**src/ic5_pkg.sv**
```systemverilog
package ic5_pkg;

	// command codes
	localparam logic [1:0] CMD_LOAD_COEF   = 2'd0;
	localparam logic [1:0] CMD_WRITE_PIXEL = 2'd1;
	localparam logic [1:0] CMD_COMPUTE     = 2'd2;

	// register indexes (paddr[2])
	localparam logic REG_IMAGE_WIDTH  = 1'b0;
	localparam logic REG_IMAGE_HEIGHT = 1'b1;

	localparam int ADDR_W    = 3;
	localparam int DIM_W     = 9;
	localparam int CHAN_W    = 8;
	localparam int COEF_W    = 16;
	localparam int FRAC_BITS = 10;

	typedef struct packed {
		logic [CHAN_W-1:0] blue;
		logic [CHAN_W-1:0] green;
		logic [CHAN_W-1:0] red;
	} rgb_t;

	typedef struct packed {
		logic clear;
		logic valid;
		logic last;
	} mac_ctrl_t;

endpackage

```
**src/ic5_mac.sv**
```systemverilog
module ic5_mac #(
	parameter int TAPS = 25
) (
	input  logic                              clk,
	input  logic                              arst_n,
	input  ic5_pkg::mac_ctrl_t                ctrl,
	input  ic5_pkg::rgb_t                     pix,
	input  logic signed [ic5_pkg::COEF_W-1:0] coef,
	output logic                              done,
	output ic5_pkg::rgb_t                     result
);

	localparam int PROD_W = ic5_pkg::CHAN_W + 1 + ic5_pkg::COEF_W;
	localparam int ACC_W  = PROD_W + $clog2(TAPS);
	localparam int LSB    = ic5_pkg::FRAC_BITS;

	logic signed [PROD_W-1:0] prod_r_s2, prod_g_s2, prod_b_s2;
	logic                     valid_s2, last_s2;
	logic signed [ACC_W-1:0]  acc_r_q, acc_g_q, acc_b_q;
	logic                     done_q;

	// truncate toward zero, clamp to 0..255
	function automatic logic [ic5_pkg::CHAN_W-1:0] finish(input logic signed [ACC_W-1:0] a);
		logic [ic5_pkg::CHAN_W-1:0] r;
		if (a[ACC_W-1])
			r = '0;
		else if (|a[ACC_W-2:LSB+ic5_pkg::CHAN_W])
			r = '1;
		else
			r = a[LSB+ic5_pkg::CHAN_W-1:LSB];
		return r;
	endfunction

	always_ff @(posedge clk or negedge arst_n) begin
		if (!arst_n) begin
			valid_s2 <= 1'b0;
			last_s2  <= 1'b0;
			done_q   <= 1'b0;
		end else begin
			valid_s2 <= ctrl.valid;
			last_s2  <= ctrl.valid && ctrl.last;
			if (ctrl.clear)
				done_q <= 1'b0;
			else if (valid_s2 && last_s2)
				done_q <= 1'b1;
		end
	end

	always_ff @(posedge clk) begin
		prod_r_s2 <= $signed({1'b0, pix.red})   * coef;
		prod_g_s2 <= $signed({1'b0, pix.green}) * coef;
		prod_b_s2 <= $signed({1'b0, pix.blue})  * coef;
		if (ctrl.clear) begin
			acc_r_q <= '0;
			acc_g_q <= '0;
			acc_b_q <= '0;
		end else if (valid_s2) begin
			acc_r_q <= acc_r_q + ACC_W'(prod_r_s2);
			acc_g_q <= acc_g_q + ACC_W'(prod_g_s2);
			acc_b_q <= acc_b_q + ACC_W'(prod_b_s2);
		end
	end

	assign done         = done_q;
	assign result.red   = finish(acc_r_q);
	assign result.green = finish(acc_g_q);
	assign result.blue  = finish(acc_b_q);

endmodule

```
**config.mk**
```make
export PLATFORM = sky130hd
export DESIGN_NAME = ic5_mac
export DESIGN_NICKNAME = d
export VERILOG_FILES = /design/src/ic5_pkg.sv /design/src/ic5_mac.sv
export SDC_FILE = /design/constraint.sdc
export NUM_CORES = 1
export LEC_CHECK = 0
export BUFFER_PORTS_ARGS = -buffer_cell sky130_fd_sc_hd__buf_2
export CORE_UTILIZATION = 48
export DETAILED_ROUTE_END_ITERATION = 10
export MAX_ROUTING_LAYER = met4
export PLACE_DENSITY = 0.68
export SLEW_MARGIN = 0
export SYNTH_ARGS = -nofsm -noshare
export SYNTH_HDL_FRONTEND = slang
export SYNTH_SLANG_ARGS = --single-unit
export TNS_END_PERCENT = 1
```
**constraint.sdc**
```tcl
create_clock -name clk -period 3.2 [get_ports clk]
set_input_delay 0.32 -clock clk [delete_from_list [all_inputs] [get_ports clk]]
set_output_delay 0.32 -clock clk [all_outputs]
set_load 0.05 [all_outputs]
```
==> run_results.csv <==
group,metric,value,unit
finish,nNetsFinal,3588,
finish,drive_gt1_frac,0.174,
worst_setup_path,cp-startpoint,"coef[7]",
run_status,failed_checks,"negative setup slack",
job,cap_violations,0,
die,die_h,222,um
clock_tree,clkLatencyLatePin,0.45,ns
worst_setup_path,cpMostUsedCell,"fa_1",
timing,maxSlewHeadroom,0.486,
timing,fin_ws,-1.09,ns
worst_setup_path,end_kind,"register",
power_and_ir_drop,fin_total_pwr,29.4,mW
die,fp.dieW,222,um
timing,finalCritPeriodShare,1.34,
place,portBuffers,69,
finish,final_common_cell,"inv_1",
clock_tree,cts_tree,"done",
routing,drcViolationCount,0,
die,core,0.0477,mm2
timing,setup_viol,50,
grt,grt_pass1_vias,19592,
logic_synthesis,synthesis.area,0.0233,mm2
worst_setup_path,crit_chain,"buf_6 > buf_8 > buf_6 > and2_4 > fa_1 > fa_1 > fa_1 > inv_1 > fa_1 > inv_2 > ha_4 > or4_4 > and3_4 > a41oi_4 > a2111oi_4 > nor3_4 > nand4b_1 > o311ai_2",
power_and_ir_drop,worst_ir_drop_vdd,0.625,mV
clock_tree,cts_buffer_depth,2,
timing,fin_tns_setup,-33.67,ns
logic_synthesis,syn_nets,3303,
logic_synthesis,synth_flop_cell,"dfxtp_1",
timing,rsz0062_at_grt,"yes",
finish,seqCellArea,0.00338,mm2
worst_setup_path,cp_max_fo,6,
timing,worst_pin_slew,0.772,ns
logic_synthesis,async_reset_ff_frac,0.0179,
die,start_util,0.488,
clock_tree,cts_root_buffer,"clkbuf_16",
routing,drt_iter0_markers,981,
worst_setup_path,cpPeakStageDelay,0.52,ns
routing,firstDrtPassIters,5,
clock_tree,cts_buffers,17,
worst_setup_path,cp.required,3.54,ns
finish,fill_cells,4129,
routing,wirelength,57200,um
worst_setup_path,worst-path-buf-inv,5,
worst_setup_path,startpoint_type,"input pin",
logic_synthesis,ys_ff_latch,168,
worst_setup_path,critical-path-top-delay-family,"adder cells",
min_path,worstHoldStart,"ctrl[0]",
power_and_ir_drop,power.density,1060,mW/mm2
clock_tree,cts.htree.levels,4,
finish,multi_input_area,0.0182,mm2
clock_tree,clk_pin_slew_worst_paths,0.07,ns
grt,track_usage,0.245,
grt,grt_max_degree,54,
routing,num_vias,19056,
worst_setup_path,cp.arrival,4.63,ns
place,hpwl,46400,um
die,ios,70,
timing,hold_viol_final,0,
routing,vias_per_cell,5.25,
die,fp.dieArea,0.0494,mm2
timing,holdWs,0.0792,ns
logic_synthesis,avgSynthCellArea,8.58,um2
logic_synthesis,yosysSeqAreaShare,0.145,
timing,slew_violations,0,
min_path,hp-class,"input pin to register",
timing,post-route-min-period,4.29,ns
timing,max_freq,233,MHz
finish,mostFrequentLayoutCells,"inv_1, fa_1, buf_4",
worst_setup_path,crit_type,"input pin to register",
logic_synthesis,synth_edf_count,0,
clock_tree,numClockSinks,168,
routing,postRouteAntennaNets,0,
run_status,run_status,"finished, violations left",
finish,syn2layout_area_growth,19.0,%
logic_synthesis,yosysWarnings,0,
die,row_count,80,
worst_setup_path,r2r-start,"acc_b_q[0]$_SDFFE_PP0P_",
grt,grt_overflow,0,
grt,antenna_found_initial,3,
worst_setup_path,critPathSlowestCell,"fa_1",
power_and_ir_drop,p_leak,14.2,nW
place,gp_congestion,0.932,
logic_synthesis,synth.distinct_cells,87,
grt,grt_pass1_wl,95700,um
timing,skew,0.0102,ns
routing,routedWlPerCell,15.8,um
logic_synthesis,synthCells,2712,
[final timing paths]
check                                            to  slack (ns)  depth (start not counted)
setup / recovery              prod_g_s2[23]$_DFF_P_       -1.09                         18
hold / removal                    last_s2$_DFF_PN0_        0.08                          2
setup reg to reg           acc_b_q[26]$_SDFFE_PP0P_        0.30                         12
hold reg to reg             acc_r_q[4]$_SDFFE_PP0P_        0.49                          2
max in group asynchronous        valid_s2$_DFF_PN0_        2.89                          2
min in group asynchronous        valid_s2$_DFF_PN0_        0.19                          2
[cell usage after synthesis, types with 17 or more instances]
| master | count | area [um2] |
|---|---|---|
| a211oi_1 | 18 | 135 |
| a21o_1 | 63 | 473 |
| a21oi_1 | 132 | 661 |
| a31oi_1 | 18 | 113 |
| and2_1 | 217 | 1360 |
| clkbuf_1 | 89 | 334 |
| dfxtp_1 | 165 | 3300 |
| fa_1 | 309 | 6190 |
| ha_1 | 237 | 2970 |
| inv_1 | 497 | 1870 |
| mux2i_1 | 52 | 521 |
| nand2_1 | 258 | 968 |
| nand3_1 | 35 | 175 |
| nor2_1 | 142 | 533 |
| nor2b_1 | 17 | 106 |
| nor3_1 | 33 | 165 |
| o21a_1 | 17 | 128 |
| o21ai_0 | 45 | 225 |
| o21bai_1 | 18 | 135 |
| xnor2_1 | 85 | 744 |
| xor2_1 | 45 | 394 |
[repair_timing]
| action | CTS | global route |
|---|---|---|
| buffers inserted | 3 | 16 |
| pin swaps | 31 | 38 |
| hold buffers | 2 | 0 |
| gates cloned | 0 | 0 |
| endpoints found under the hold margin | 4 | 0 |
| setup endpoints to repair | 53 | 51 |
| gates resized for setup | 94 | 50 |
[per-stage QoR]
step	cell area, um2	std cells	util	setup slack (ns)
global route	27700	3627	0.580	-1.19
finish	27700	3627	0.580	-1.09
detailed placement	26400	3572	0.552	-1.70
CTS	27400	3608	0.573	-1.10
global placement	26400	3572	0.552	-1.64
floorplan	23600	2712	-	-1.16
[flip-flops by register name (all words and copies together), names as in the netlist]
register,count
acc_b_q,30
acc_g_q,30
acc_r_q,30
done,1
last_s2,1
prod_b_s2,25
prod_g_s2,25
prod_r_s2,25
valid_s2,1
[area by class of cell]
class | instances | share of cell area
clock inverters | 13 | 0.00700
diodes | 3 | 0.000271
flip-flops and latches | 168 | 0.122
inverters | 497 | 0.0674
repair buffers | 362 | 0.104
clock buffers | 18 | 0.0159
well taps | 615 | 0.0278
multi-input cells | 1951 | 0.656
[where the power goes]
part           switching, mW  total [mW]  internal [mW]
clock                  0.908        2.24           1.33
combinational           12.3        23.2           10.9
sequential             0.774        3.93           3.16
[layer usage]
metal	track usage	part of all wire
met1	0.328	0.47
met3	0.0405	0.055
met2	0.383	0.46
met4	0.0661	0.020
met5	-	0
[cell families after synthesis]
kind of cell	share of synthesized area
AOI/OAI and AO/OA	0.123
xor gates and xnor gates	0.0489
adders and majority gates	0.393
buffers and inverters	0.0957
DFF	0.145
muxes	0.0228
and+or+nand+nor	0.172
Power figures use the tool's default switching activity.
